File: src/subscription_record_validator_defines.svh
// Assertion macros shared by the record validator RTL.
// Define NO_ASSERTIONS to compile them out.
`ifndef SUBSCRIPTION_RECORD_VALIDATOR_DEFINES_SVH
`define SUBSCRIPTION_RECORD_VALIDATOR_DEFINES_SVH

`ifndef NO_ASSERTIONS

// Property that must hold at every clock edge outside reset
`define SRV_ASSERT_ALWAYS(label, clk, rst, prop) \
  label: assert property (@(posedge clk) disable iff (rst) (prop)) \
    else $error("record validator check failed");

// Same-cycle implication
`define SRV_ASSERT_IMPL(label, clk, rst, ante, cons) \
  label: assert property (@(posedge clk) disable iff (rst) (ante) |-> (cons)) \
    else $error("record validator check failed");

// Next-cycle implication
`define SRV_ASSERT_NEXT(label, clk, rst, ante, cons) \
  label: assert property (@(posedge clk) disable iff (rst) (ante) |=> (cons)) \
    else $error("record validator check failed");

`else

`define SRV_ASSERT_ALWAYS(label, clk, rst, prop)
`define SRV_ASSERT_IMPL(label, clk, rst, ante, cons)
`define SRV_ASSERT_NEXT(label, clk, rst, ante, cons)

`endif

`endif

File: src/srv_pkg.sv
`default_nettype none

package srv_pkg;

  // Record layout
  localparam logic [5:0] POS_SCHEMA     = 6'd4;
  localparam logic [5:0] POS_SLOTS      = 6'd5;
  localparam logic [5:0] POS_REV        = 6'd8;
  localparam logic [5:0] HDR_LEN        = 6'd12;
  localparam logic [5:0] CRC_OFFSET     = 6'd44;
  localparam logic [5:0] POS_LAST       = 6'd47;

  localparam int unsigned SLOTS         = 4;
  localparam int unsigned ADDR_W        = 48;

  // Offsets inside one 8-byte entry
  localparam logic [2:0] ENT_FLAG       = 3'd0;
  localparam logic [2:0] ENT_PAD        = 3'd1;
  localparam logic [2:0] ENT_ADDR0      = 3'd2;
  localparam logic [2:0] ENT_ADDR_LAST  = 3'd7;

  // Expected header values; magic "HCS1", byte 0 in bits 7:0
  localparam logic [31:0] MAGIC         = 32'h3153_4348;
  localparam logic [7:0]  SCHEMA        = 8'h01;
  localparam logic [7:0]  SLOT_COUNT    = 8'h04;
  localparam logic [7:0]  FLAG_MAX      = 8'h01;

  localparam logic [31:0] CRC_POLY      = 32'hEDB8_8320;
  localparam logic [31:0] CRC_INIT      = 32'hFFFF_FFFF;
  localparam logic [ADDR_W-1:0] ADDR_ONES = '1;

  // Result payload, last declared field in the low bits
  typedef struct packed {
    logic [2:0]        pad;
    logic [ADDR_W-1:0] peer_three;
    logic [ADDR_W-1:0] peer_two;
    logic [ADDR_W-1:0] peer_one;
    logic [ADDR_W-1:0] peer_zero;
    logic [3:0]        valid_mask;
    logic [31:0]       revision;
    logic              ok;
  } srv_result_t;

  // Reflected CRC-32, one byte
  function automatic logic [31:0] crc_byte(input logic [31:0] crc_in, input logic [7:0] b);
    logic [31:0] c;
    c = crc_in ^ {24'd0, b};
    for (int k = 0; k < 8; k++) begin
      c = (c >> 1) ^ (CRC_POLY & {32{c[0]}});
    end
    return c;
  endfunction

endpackage

`default_nettype wire

File: src/subscription_record_validator.sv
// Subscription record validator.
// Slave stream s_axis_* carries one record byte per transaction (tdata[7:0]).
// A record is 48 bytes; after byte 47 one verdict transaction leaves on m_axis_*.
// Bytes are taken one per cycle while s_axis_tvalid is high, except while byte 47 waits.
// Each accepted byte lands in an input register and is checked, CRC-updated
// and stored on the following cycle, unless it is byte 47 waiting as below;
// the verdict and out_valid (m_axis_tvalid) are loaded as byte 47 is processed.
// A verdict waiting in the output register does not stop bytes of the next
// record. Only byte 47 waits in the input register until the output register
// is free; while it waits s_axis_tready stays low.
// On a failed check ok is 0 and every other result field is zero.
// Reset (rst, synchronous, active high) drops both valids and restarts the
// record at byte 0; the validator also rearms itself after every verdict.
`default_nettype none

`include "subscription_record_validator_defines.svh"

module subscription_record_validator
  import srv_pkg::*;
(
  input  wire logic         clk,
  input  wire logic         rst,
  input  wire logic         s_axis_tvalid,
  output logic              s_axis_tready,
  input  wire logic [7:0]   s_axis_tdata,   // [7:0] record_byte
  output logic              m_axis_tvalid,
  input  wire logic         m_axis_tready,
  // [0] ok, [32:1] revision, [36:33] valid_mask, [84:37] peer_zero,
  // [132:85] peer_one, [180:133] peer_two, [228:181] peer_three, [231:229] zero
  output logic [231:0]      m_axis_tdata
);

  // Input register
  logic        in_valid;
  logic [7:0]  in_byte;

  // Record state
  logic [5:0]        pos;
  logic [31:0]       crc;
  logic [31:0]       rev;
  logic [31:0]       stored;
  logic [3:0]        flags;
  logic [ADDR_W-1:0] addr [SLOTS];
  logic              failed;

  logic [5:0]        pos_next;
  logic [31:0]       crc_next;
  logic [31:0]       rev_next;
  logic [31:0]       stored_next;
  logic [3:0]        flags_next;
  logic [ADDR_W-1:0] addr_next [SLOTS];
  logic              failed_next;

  // Output register
  logic        out_valid;
  srv_result_t out_data;
  srv_result_t result;

  logic        last;
  logic        pass;
  logic        adv;
  logic        out_free;
  logic [5:0]  rel;
  logic [1:0]  ent;
  logic [2:0]  off;
  logic [2:0]  lane;
  logic [ADDR_W-1:0] addr_full;
  logic        dup;

  assign last     = (pos >= POS_LAST);
  assign out_free = !out_valid || m_axis_tready;
  assign adv      = in_valid && (!last || out_free);
  assign s_axis_tready = !in_valid || adv;

  assign rel  = pos - HDR_LEN;
  assign ent  = rel[4:3];
  assign off  = rel[2:0];
  assign lane = off - ENT_ADDR0;

  // Byte check and state update
  always_comb begin
    pos_next    = pos + 6'd1;
    crc_next    = crc;
    rev_next    = rev;
    stored_next = stored;
    flags_next  = flags;
    addr_next   = addr;
    failed_next = failed;
    addr_full   = {in_byte, addr[ent][39:0]};
    dup         = 1'b0;

    // Same address in an earlier set entry
    for (int j = 0; j < SLOTS; j++) begin
      if ((2'(j) < ent) && flags[j] && (addr[j] == addr_full)) begin
        dup = 1'b1;
      end
    end

    if (pos < CRC_OFFSET) begin
      crc_next = crc_byte(crc, in_byte);
    end

    priority if (pos < POS_SCHEMA) begin
      if (in_byte != MAGIC[{pos[1:0], 3'b000} +: 8]) failed_next = 1'b1;
    end else if (pos == POS_SCHEMA) begin
      if (in_byte != SCHEMA) failed_next = 1'b1;
    end else if (pos == POS_SLOTS) begin
      if (in_byte != SLOT_COUNT) failed_next = 1'b1;
    end else if (pos < POS_REV) begin
      if (in_byte != 8'd0) failed_next = 1'b1;
    end else if (pos < HDR_LEN) begin
      rev_next[{pos[1:0], 3'b000} +: 8] = in_byte;
    end else if (pos < CRC_OFFSET) begin
      priority if (off == ENT_FLAG) begin
        if (in_byte > FLAG_MAX) failed_next = 1'b1;
        if (in_byte == FLAG_MAX) flags_next[ent] = 1'b1;
      end else if (off == ENT_PAD) begin
        if (in_byte != 8'd0) failed_next = 1'b1;
      end else begin
        addr_next[ent][{lane, 3'b000} +: 8] = in_byte;
        if (off == ENT_ADDR_LAST) begin
          if (!flags[ent]) begin
            if (addr_full != '0) failed_next = 1'b1;
          end else if (addr_full == '0 || addr_full == ADDR_ONES || dup) begin
            failed_next = 1'b1;
          end
        end
      end
    end else begin
      stored_next[{pos[1:0], 3'b000} +: 8] = in_byte;
    end

    // Verdict on the last byte
    pass = !failed && (pos == POS_LAST) && (rev != 32'd0) && (stored_next == ~crc);

    result            = '0;
    result.ok         = pass;
    if (pass) begin
      result.revision   = rev;
      result.valid_mask = flags;
      result.peer_zero  = addr[0];
      result.peer_one   = addr[1];
      result.peer_two   = addr[2];
      result.peer_three = addr[3];
    end
  end

  // Input, state and output registers
  always_ff @(posedge clk) begin
    if (rst) begin
      in_valid  <= 1'b0;
      out_valid <= 1'b0;
      pos       <= '0;
      crc       <= CRC_INIT;
      rev       <= '0;
      stored    <= '0;
      flags     <= '0;
      failed    <= 1'b0;
      for (int i = 0; i < SLOTS; i++) begin
        addr[i] <= '0;
      end
    end else begin
      if (s_axis_tready) begin
        in_valid <= s_axis_tvalid;
        in_byte  <= s_axis_tdata;
      end

      if (adv && last) begin
        out_valid <= 1'b1;
        out_data  <= result;
        pos       <= '0;
        crc       <= CRC_INIT;
        rev       <= '0;
        stored    <= '0;
        flags     <= '0;
        failed    <= 1'b0;
        for (int i = 0; i < SLOTS; i++) begin
          addr[i] <= '0;
        end
      end else begin
        if (m_axis_tready) begin
          out_valid <= 1'b0;
        end
        if (adv) begin
          pos    <= pos_next;
          crc    <= crc_next;
          rev    <= rev_next;
          stored <= stored_next;
          flags  <= flags_next;
          failed <= failed_next;
          addr   <= addr_next;
        end
      end
    end
  end

  assign m_axis_tvalid = out_valid;
  assign m_axis_tdata  = out_data;

  // Checks
  `SRV_ASSERT_ALWAYS(a_pos_range, clk, rst, pos <= POS_LAST)
  `SRV_ASSERT_NEXT(a_rearm, clk, rst, adv && last, pos == '0 && crc == CRC_INIT && !failed)
  `SRV_ASSERT_IMPL(a_fail_zero, clk, rst, out_valid && !out_data.ok, out_data[231:1] == '0)
  `SRV_ASSERT_IMPL(a_mask_peer, clk, rst, out_valid && out_data.ok, (out_data.valid_mask[0] == (out_data.peer_zero != '0)) && (out_data.valid_mask[3] == (out_data.peer_three != '0)))
  `SRV_ASSERT_IMPL(a_last_waits, clk, rst, in_valid && last && !out_free, !s_axis_tready)

endmodule

`default_nettype wire
File: config.mk
export PLATFORM = sky130hd
export DESIGN_NAME = subscription_record_validator
export DESIGN_NICKNAME = d
export VERILOG_FILES = /design/src/srv_pkg.sv /design/src/subscription_record_validator.sv
export VERILOG_INCLUDE_DIRS = /design/src /design/src/src
export SDC_FILE = /design/constraint.sdc
export NUM_CORES = 1
export LEC_CHECK = 0
export BUFFER_PORTS_ARGS = -buffer_cell sky130_fd_sc_hd__buf_2
export CELL_PAD_IN_SITES_DETAIL_PLACEMENT = 1
export CELL_PAD_IN_SITES_GLOBAL_PLACEMENT = 2
export CORE_MARGIN = 5
export CORE_UTILIZATION = 40
export CTS_BUF_LIST = sky130_fd_sc_hd__clkbuf_4 sky130_fd_sc_hd__clkbuf_8 sky130_fd_sc_hd__clkbuf_16
export DETAILED_ROUTE_END_ITERATION = 8
export GPL_TIMING_DRIVEN = 1
export PLACE_DENSITY = 0.79
export SLEW_MARGIN = 20
export SYNTH_ARGS = -nofsm -noshare
export SYNTH_HDL_FRONTEND = slang
export SYNTH_SLANG_ARGS = --single-unit
File: constraint.sdc
create_clock -name clk -period 29.4 [get_ports clk]
set_input_delay 4.41 -clock clk [delete_from_list [all_inputs] [get_ports clk]]
set_output_delay 4.41 -clock clk [all_outputs]
set_load 0.01 [all_outputs]
==> impl_metrics.py, run 1 <==
metrics = {
    "clocking": {
        "cts_tree": "yes",
        "clk_pin_slew_worst_paths_ns": 0.06,
        "cts-root-buf": "clkbuf_16",
        "holdBufCountCts": 0,
        "postCtsSetupBuffers": 0,
        "post_cts_resized": 0,
        "clkLatencyLatePin_ns": 0.63,
        "cts-buffers-inserted": 58,
        "htree_levels": 2,
        "cts_sinks": 538,
        "cts.path.max_buffers": 3,
    },
    "die": {
        "io_pins": 246,
        "die_w_um": 274,
        "die_y_um": 274,
        "coreArea_sq_mm": 0.0688,
        "row_count": 96,
        "dieArea_sq_mm": 0.0749,
        "initial_core_util_pct": 40.4,
    },
    "yosys": {
        "async_flop_share_pct": 0,
        "avgSynthCellArea_sq_um": 10.3,
        "synthMuxAreaShare_pct": 13.6,
        "synth.cell_area_sq_mm": 0.0278,
        "synth_top_family_by_area": "simple AND/OR/NAND/NOR gates",
        "synth_compound_area_share_pct": 8.41,
        "synth_top_area_cell": "edfxtp_1",
        "synth_xor_area_share_pct": 8.02,
        "yosysWarnings": 0,
        "yosys-top-cells-area": "edfxtp_1 (26%), dfxtp_1 (22%), mux2i_1 (10%)",
        "synth-simple-area-share_pct": 17.6,
        "synth_edf_count": 237,
        "synth_seq_cells": 538,
        "synth-adder-area-share_pct": 0.764,
        "ys.flop_type": "dfxtp_1",
        "syn_inst": 2707,
        "synth_cell_types": 82,
        "ys_seq_area_share_pct": 47.2,
        "synth_top_area_share_pct": 25.6,
    },
    "global_route": {
        "grt.overflow.total": 0,
        "grt.busiest_layer": "met2",
        "grt_util_met1_pct": 37.2,
        "grt_max_degree": 128,
        "track_usage_pct": 29.7,
        "grt_pass1_vias": 22925,
        "met3_usage_pct": 4.15,
        "grt_util_met2_pct": 52.2,
        "grt_pass1_wl_um": 164000,
        "antenna_found_initial": 4,
    },
    "min_path": {
        "hp-class": "register to register",
        "hold_path_depth": 2,
        "min-delay-start": "stored[13]",
        "worstHoldEndpoint": "stored[13]",
    },
    "layout": {
        "num-fill-cells": 7588,
        "regArea_sq_mm": 0.0131,
        "area_delta_synth_final_pct": 13.5,
        "layout-drive-gt1-share_pct": 16.3,
        "multi_input_area_sq_mm": 0.0135,
        "final_nets": 2858,
    },
    "critical_path": {
        "cp_common_cell": "buf_2",
        "crit_arrival_ns": 5.26,
        "worstSetupStartpointType": "primary input",
        "slowest_stage": "nor2_1",
        "rr_endpoint": "failed",
        "r2r_setup_slack_ns": 24.19,
        "rr_worst_depth": 11,
        "endpoint_kind": "output pin",
        "cpPeakStageDelay_ns": 0.35,
        "worstSetupPathType": "primary input to output pin",
        "worstPathMaxFanout": 4,
        "cp_cell_sequence": "buf_2, nand2b_1, nor2_1, nand2_1, buf_2",
        "critical-path-top-delay-family": "simple AND/OR/NAND/NOR gates",
        "cp_num_buf_inv": 2,
        "timing.rr.start": "pos[2]",
        "cp_data_required_time_ns": 24.99,
    },
    "power_and_ir_drop": {
        "power_density_mw_per_mm2": 53.3,
        "switchingPower_w": 0.000412,
        "intPower_w": 0.00127,
        "ir_drop_mv": 0.0542,
        "cellLeakagePower_nw": 12.6,
        "p_seq_share_pct": 46.9,
        "switching_share_pct": 24.5,
        "pwr-share-comb_pct": 9.1,
        "clkPwrFrac_pct": 44.0,
        "p_total_w": 0.00168,
    },
    "outcome": {
        "status": "finished, final reports clean",
    },
    "timing": {
        "rsz0062_at_grt": "no",
        "skew_ns": 0.0221,
        "finalSetupViolations": 0,
        "layout_min_cycle_time_ns": 9.67,
        "timing.final.crit_share_pct": 32.9,
        "timing.final.ws_setup_ns": 19.73,
        "report.final.hold_viol_count": 0,
        "slew_violations": 0,
        "tns_ns": 0,
        "max_clock_freq_mhz": 103,
        "slew_headroom_pct": 26.8,
        "worst_pin_slew_ns": 1.10,
    },
    "run": {
        "cap_violations": 0,
    },
    "route": {
        "route.detailed.drc": 0,
        "drtIter0Drc": 1995,
        "post_drt_wl_per_cell_um": 30.0,
        "firstDrtPassIters": 5,
        "final_antenna_net_count": 0,
        "routed_wl_um": 114000,
        "viasPerCell": 5.80,
        "vias": 22075,
    },
    "place": {
        "dp_slack_ns": 19.74,
        "place_congestion": 1.03,
        "portBuffers": 242,
        "dpl.hpwl_um": 83500,
    },
}
per-layer routing:
| layer | wire (um) | share of wire (%) | vias to the layer above |
|---|---|---|---|
| met3 | 6680 | 5.8 | 229 |
| met2 | 57100 | 50 | 772 |
| li1 | - | - | 9778 |
| met4 | 4900 | 4.3 | 0 |
| met5 | 0 | 0 | - |
| met1 | 45700 | 40 | 11296 |
stage by stage:
stage / instances / utilization, % / instance area, sq um / hold slack (ns)
floorplan: 2709 / - / 27800 / 0.436
global placement: 3699 / 43.0 / 29600 / 0.441
detailed placement: 3699 / 43.0 / 29600 / 0.446
CTS: 3807 / 45.9 / 31600 / 0.455
global route: 3809 / 45.9 / 31600 / 0.484
finish: 3809 / 45.9 / 31600 / 0.457
how the worst max path moves through the flow:
stage	endpoint	depth (start not counted)	from
finish	s_axis_tready	5	m_axis_tready
global route	s_axis_tready	5	m_axis_tready
CTS	s_axis_tready	5	m_axis_tready
detailed placement	s_axis_tready	5	m_axis_tready
global placement	s_axis_tready	5	m_axis_tready
floorplan	m_axis_tdata[0]	4	m_axis_tready
cells in the mapped netlist, types with 13 or more instances:
cell type,n
a21oi_1,102
a31oi_1,13
and2_1,257
buf_1,17
buf_2,29
clkbuf_1,144
clkbuf_2,22
dfxtp_1,301
edfxtp_1,237
ha_1,17
inv_1,73
mux2i_1,280
mux4_2,39
nand2_1,141
nand2b_1,29
nand3_1,28
nand4_1,49
nor2_1,252
nor2b_1,30
nor3_1,24
nor4_1,42
o2111ai_1,13
o211ai_1,36
o21ai_0,66
o22ai_1,22
xnor2_1,162
xor2_1,86
placed cells by master (no fill, tap or decap), types with 42 or more instances in the layout:
master and count:
edfxtp_1 237, buf_2 242, nand2_1 141, dfxtp_1 301, a21oi_1 102, clkbuf_16 58
o21ai_0 66, xnor2_1 162, nor4_1 42, nand4_1 49, xor2_1 86, nor2_1 251
mux2i_1 280, inv_1 72, and2_1 257
cell type report:
cell class,count,share of cell area [%]
Antenna cell,1,0.00792
Tap cell,931,3.69
Clock buffer,80,5.33
Inverter,73,0.867
Timing Repair Buffer,283,4.87
Sequential cell,538,41.6
Multi-Input combinational cell,1875,42.8
Clock inverter,28,0.824
power groups by stage:
stage	registers (W)	clock network, W	logic (W)
3_3_place_gp	0.000806	0	0.000147
2_1_floorplan	0.000802	0	0.000111
5_1_grt	0.000790	0.000786	0.000164
3_5_place_dp	0.000807	0	0.000150
6_report	0.000790	0.000741	0.000153
4_1_cts	0.000790	0.000754	0.000152
cells by family (layout without fill, tap and decap cells):
group	after synthesis	after routing
fa+ha+maj	17	17
buf+inv	296	464
flops	538	538
xor+xnor	251	251
compound gates	353	353
simple gates	923	923
mux	328	328
other cells	1	4
state kept, by name, summed over array words and instances, names as in the netlist:
register       count
m_axis_tvalid      1
addr             192
flags              4
rev               32
failed             1
in_byte            8
pos                6
m_axis_tdata     229
stored            32
crc               32
in_valid           1
worst register-to-register path: stages, from the launching register on:
cell and delay [ns]:
dfxtp_1 0.51, ha_1 0.74, xor2_4 0.16, buf_4 0.59, buf_4 0.72, mux2_2 0.47
a2bb2o_1 0.30, nand2_1 0.11, or4b_1 0.57, nor4_1 0.49, a221oi_1 0.29, a21oi_1 0.20
Note: power is estimated with default switching activity, not from simulation.
==> run 2, diff against run 1 <==
CORE_UTILIZATION = 39   (was 40)
PLACE_DENSITY = 0.77   (was 0.79)
clock period = 9.2 ns   (was 29.4 ns; I/O delays follow)
==> run 2 against run 1 <==
Compared with the run above:
- hold slack got worse by 0.0031 ns
- count of clock-buffer cells in the layout is 9 higher
- global-route usage is 0.23 points lower
- critical path depth is 5 higher
- cell count up 0.42%
- worst setup slack got worse by 16 ns
- sequential share of layout area about the same
- critical path type is now register to register
- largest cell class unchanged
- highest routed layer is now met5
==> impl_metrics.py, run 2 (same netlist as run 1, synthesis figures left out) <==
metrics = {
    "layout": {
        "num-fill-cells": 7894,
        "largest_reg_flops": 229,
        "most-common-layout-cells": "dfxtp_1 (300), mux2i_1 (280), and2_1 (257)",
        "finalInstanceArea_sq_mm": 0.0316,
        "regArea_sq_mm": 0.0131,
        "final_nets": 2855,
        "fin_util_pct": 44.5,
        "final_common_cell": "dfxtp_1",
        "area_delta_synth_final_pct": 13.6,
        "multi_input_area_sq_mm": 0.0135,
        "layout-drive-gt1-share_pct": 16.5,
    },
    "global_route": {
        "track_usage_pct": 29.4,
        "antenna_found_initial": 9,
        "grt_max_degree": 158,
        "grt.overflow.total": 0,
        "grt_pass1_vias": 22770,
        "grt_pass1_wl_um": 168000,
    },
    "timing": {
        "report.final.hold_viol_count": 0,
        "max_clock_freq_mhz": 191,
        "layout_min_cycle_time_ns": 5.25,
        "finalSetupViolations": 0,
        "rsz0062_at_grt": "no",
        "slew_headroom_pct": 23.0,
        "timing.final.crit_share_pct": 57.0,
        "slew_violations": 0,
        "timing.final.ws_setup_ns": 3.95,
        "worst_pin_slew_ns": 1.15,
        "worst_hold_slack_ns": 0.454,
        "tns_ns": 0,
        "skew_ns": 0.0401,
    },
    "critical_path": {
        "worstSetupStartpointType": "register",
        "worstSetupPathType": "register to register",
        "rr_worst_depth": 10,
        "worstPathMaxFanout": 49,
        "crit_arrival_ns": 5.81,
        "r2r_setup_slack_ns": 3.95,
        "cp_data_required_time_ns": 9.77,
        "rr_endpoint": "failed",
        "endpoint_kind": "register",
        "timing.rr.start": "pos[2]",
    },
    "min_path": {
        "hp-class": "register to register",
        "worstHoldEndpoint": "stored[10]",
        "min-delay-start": "stored[10]",
        "hold_path_depth": 2,
    },
    "clocking": {
        "cts-root-buf": "clkbuf_16",
        "cts_tree": "yes",
        "clkLatencyLatePin_ns": 0.65,
        "postCtsSetupBuffers": 0,
        "cts.path.max_buffers": 3,
        "post_cts_resized": 0,
        "cts-buffers-inserted": 58,
        "holdBufCountCts": 0,
        "htree_levels": 2,
        "clk_pin_slew_worst_paths_ns": 0.06,
        "cts_sinks": 538,
    },
    "die": {
        "dieArea_sq_mm": 0.0768,
        "initial_core_util_pct": 39.1,
        "row_count": 98,
        "die_y_um": 277,
        "die_w_um": 277,
        "io_pins": 246,
        "coreArea_sq_mm": 0.0711,
    },
    "route": {
        "firstDrtPassIters": 5,
        "route.detailed.drc": 0,
        "viasPerCell": 5.78,
        "post_drt_wl_per_cell_um": 30.6,
        "final_antenna_net_count": 0,
        "routed_wl_um": 117000,
        "vias": 22091,
        "drtIter0Drc": 1873,
    },
    "outcome": {
        "status": "finished, final reports clean",
    },
    "place": {
        "dp_slack_ns": 3.85,
        "place_congestion": 0.994,
        "dpl.hpwl_um": 85100,
        "place_area_sq_mm": 0.0296,
        "portBuffers": 242,
    },
    "power_and_ir_drop": {
        "cellLeakagePower_nw": 12.6,
        "power_density_mw_per_mm2": 171,
        "ir_drop_mv": 0.151,
    },
    "run": {
        "cap_violations": 0,
    },
}
-- run 2: power by group --
| group | total [W] | switching, W | internal [W] | leakage [nW] |
|---|---|---|---|---|
| Sequential | 0.00253 | 0.0000354 | 0.00249 | 5.18 |
| Combinational | 0.000481 | 0.000304 | 0.000177 | 6.45 |
| Clock | 0.00239 | 0.000989 | 0.00140 | 0.978 |
| Total | 0.00540 | 0.00133 | 0.00407 | 12.6 |
-- run 2: critical path: stages, from the launching register on --
cell and delay [ns]:
dfxtp_1 0.50, ha_1 0.66, xor2_4 0.58, buf_4 0.66, nor2_1 0.41, a22oi_1 0.25, o21ai_0 0.20, or4b_1 0.68
nor4_1 0.66, a221oi_1 0.33, a21oi_1 0.22
-- run 2: per-stage QoR --
| stage | cells | total power (W) |
|---|---|---|
| 2_1_floorplan | 2709 | 0.00292 |
| 3_3_place_gp | 3716 | 0.00305 |
| 3_5_place_dp | 3716 | 0.00305 |
| 4_1_cts | 3823 | 0.00544 |
| 5_1_grt | 3824 | 0.00558 |
| 6_report | 3825 | 0.00540 |
-- run 2: how the worst max path moves through the flow --
| stage | from | endpoint | slack (ns) | cells after the start |
|---|---|---|---|---|
| floorplan | m_axis_tready | m_axis_tdata[0] | 0.94 | 4 |
| global placement | pos[0] | m_axis_tdata[51] | 4.18 | 11 |
| detailed placement | pos[0] | m_axis_tdata[105] | 3.85 | 11 |
| CTS | pos[0] | m_axis_tdata[105] | 3.82 | 11 |
| global route | pos[0] | m_axis_tdata[105] | 3.82 | 11 |
| finish | pos[2] | failed | 3.95 | 10 |
-- run 2: final cells by class --
| type | count | share of cell area, % |
|---|---|---|
| inverters | 73 | 0.867 |
| well taps | 950 | 3.76 |
| clock inverters | 18 | 0.681 |
| diodes | 2 | 0.0158 |
| multi-input cells | 1875 | 42.8 |
| flip-flops and latches | 538 | 41.6 |
| repair buffers | 280 | 4.78 |
| clock buffers | 89 | 5.52 |
-- run 2: layer usage --
| layer | wire (um) | vias to the layer above | global-route usage [%] |
|---|---|---|---|
| met4 | 5070 | 2 | 10.5 |
| met5 | 15 | - | 0 |
| met2 | 57800 | 776 | 51.4 |
| li1 | - | 9782 | - |
| met1 | 47800 | 11315 | 37.4 |
| met3 | 6480 | 216 | 4.23 |
==> run 3, diff against run 2 <==
CORE_UTILIZATION = 35   (was 39)
PLACE_DENSITY = 0.73   (was 0.77)
clock period = 4.2 ns   (was 9.2 ns; I/O delays follow)
==> run 3 against run 2 <==
Compared with the run above:
- first-iteration DRC count grew 2.1%
- clock skew shrank 0.0080 ns
- core utilization shrank 3.1 points
- flip-flop and latch count is the same
- worst setup slack lost 3.7 ns
- non-clock buffer count grew 78
- critical path depth grew 1
- combinational power grew 120%
- wire length grew 1.4%
- critical endpoint is now m_axis_tdata[144]
==> impl_metrics.py, run 3 (same netlist as run 1, synthesis figures left out) <==
metrics = {
    "die": {
        "initial_core_util_pct": 35.3,
        "die_w_um": 292,
        "row_count": 103,
        "io_pins": 246,
        "die_y_um": 292,
        "coreArea_sq_mm": 0.0789,
        "dieArea_sq_mm": 0.0852,
    },
    "critical_path": {
        "rr_worst_depth": 11,
        "timing.rr.start": "pos[1]",
        "rr_endpoint": "m_axis_tdata[144]",
        "cpPeakStageDelay_ns": 0.54,
        "cp_data_required_time_ns": 4.67,
        "crit_arrival_ns": 4.40,
        "worstSetupStartpointType": "register",
        "cp_common_cell": "and2_1",
        "r2r_setup_slack_ns": 0.27,
        "cp_cell_sequence": "inv_1, ha_1, nor3b_2, and2_1, mux2i_1, xor2_1, nor4_1, nand4_1, nor4_4, buf_12, and2_1",
        "slowest_stage": "ha_1",
        "critPathLaunch": "pos[1]",
        "cp_num_buf_inv": 2,
        "critical-path-top-delay-family": "simple AND/OR/NAND/NOR gates",
        "worstSetupPathType": "register to register",
        "endpoint_kind": "register",
        "worstPathMaxFanout": 131,
    },
    "min_path": {
        "min-delay-start": "s_axis_tdata[3]",
        "worstHoldEndpoint": "in_byte[3]",
        "hold_path_depth": 1,
        "hp-class": "primary input to register",
    },
    "power_and_ir_drop": {
        "cellLeakagePower_nw": 13.1,
        "power_density_mw_per_mm2": 370,
        "ir_drop_mv": 0.318,
    },
    "run": {
        "cap_violations": 0,
    },
    "timing": {
        "worst_pin_slew_ns": 1.02,
        "rsz0062_at_grt": "no",
        "skew_ns": 0.0320,
        "report.final.hold_viol_count": 0,
        "layout_min_cycle_time_ns": 3.93,
        "tns_ns": 0,
        "timing.final.ws_setup_ns": 0.269,
        "finalSetupViolations": 0,
        "slew_headroom_pct": 32.2,
        "slew_violations": 0,
        "timing.final.crit_share_pct": 93.6,
        "max_clock_freq_mhz": 254,
    },
    "route": {
        "firstDrtPassIters": 7,
        "post_drt_wl_per_cell_um": 29.6,
        "route.detailed.drc": 0,
        "routed_wl_um": 119000,
        "vias": 22522,
        "drtIter0Drc": 1912,
        "final_antenna_net_count": 0,
        "viasPerCell": 5.62,
    },
    "place": {
        "place_congestion": 1.05,
        "dp_slack_ns": 0.326,
        "dpl.hpwl_um": 88800,
        "portBuffers": 242,
    },
    "layout": {
        "largest_reg_flops": 229,
        "num-fill-cells": 8865,
        "area_delta_synth_final_pct": 17.1,
        "final_common_cell": "dfxtp_1",
        "final_nets": 2934,
        "layout-drive-gt1-share_pct": 19.0,
        "most-common-layout-cells": "dfxtp_1 (297), mux2i_1 (280), and2_1 (256)",
    },
    "clocking": {
        "htree_levels": 2,
        "clk_pin_slew_worst_paths_ns": 0.06,
        "cts-buffers-inserted": 59,
        "cts-root-buf": "clkbuf_16",
        "cts.path.max_buffers": 3,
        "cts_sinks": 538,
        "clkLatencyLatePin_ns": 0.63,
        "postCtsSetupBuffers": 0,
        "cts_tree": "yes",
    },
    "global_route": {
        "grt.overflow.total": 0,
        "grt_pass1_wl_um": 170000,
        "antenna_found_initial": 8,
        "grt_max_degree": 132,
        "track_usage_pct": 26.8,
        "grt_pass1_vias": 22992,
    },
    "outcome": {
        "status": "finished, final reports clean",
    },
}
[run 3: where the power goes]
group	switching (W)	internal [W]	total, W
logic	0.000651	0.000424	0.00107
registers	0.0000917	0.00546	0.00556
clock network	0.00220	0.00324	0.00544
total	0.00294	0.00913	0.0121
[run 3: worst register-to-register path, cell delays in order (launching register included)]
cell	delay [ns]
dfxtp_2	0.42
inv_1	0.13
ha_1	0.54
nor3b_2	0.46
and2_1	0.25
mux2i_1	0.15
xor2_1	0.19
nor4_1	0.39
nand4_1	0.22
nor4_4	0.32
buf_12	0.34
and2_1	0.37
[run 3: per-stage QoR]
stage          instances  cell area [sq um]  utilization (%)  hold slack (ns)  total power, W
3_5_place_dp        3894              30500             38.7            0.446         0.00673
4_1_cts             4006              32600             41.3            0.135          0.0122
3_3_place_gp        3894              30500             38.7            0.442         0.00671
2_1_floorplan       2709              27900                -            0.436         0.00639
6_report            4008              32600             41.3            0.178          0.0121
5_1_grt             4006              32600             41.3            0.149          0.0125
[run 3: layer usage]
metal,track usage [%],wire length [um],vias to the layer above
met5,0,13,-
met4,10.5,5660,2
met3,3.89,7180,241
met2,46.6,58100,847
met1,33.7,47800,11461
li1,-,-,9971
[run 3: layout make-up]
class | count | area, sq um | area share [%]
Clock buffer | 81 | 1720 | 5.28
Multi-Input combinational cell | 1875 | 13600 | 41.6
Clock inverter | 31 | 335 | 1.03
Sequential cell | 538 | 13200 | 40.4
Tap cell | 1050 | 1310 | 4.03
Inverter | 73 | 274 | 0.841
Antenna cell | 2 | 5.00 | 0.0154
Timing Repair Buffer | 358 | 2230 | 6.85
[run 3: repair_timing]
item,in CTS,in global routing
endpoints found under the setup margin,0,24
gates resized for setup,0,1
hold buffers,0,0
[run 3: how the worst max path moves through the flow]
| stage | end | slack, ns | depth (start not counted) |
|---|---|---|---|
| after floorplan | m_axis_tdata[0] | -0.82 | 6 |
| after global placement | m_axis_tdata[67] | 0.42 | 11 |
| after detailed placement | m_axis_tdata[98] | 0.33 | 11 |
| after CTS | m_axis_tdata[144] | 0.28 | 11 |
| after global routing | m_axis_tdata[144] | 0.06 | 12 |
| final | m_axis_tdata[144] | 0.27 | 11 |
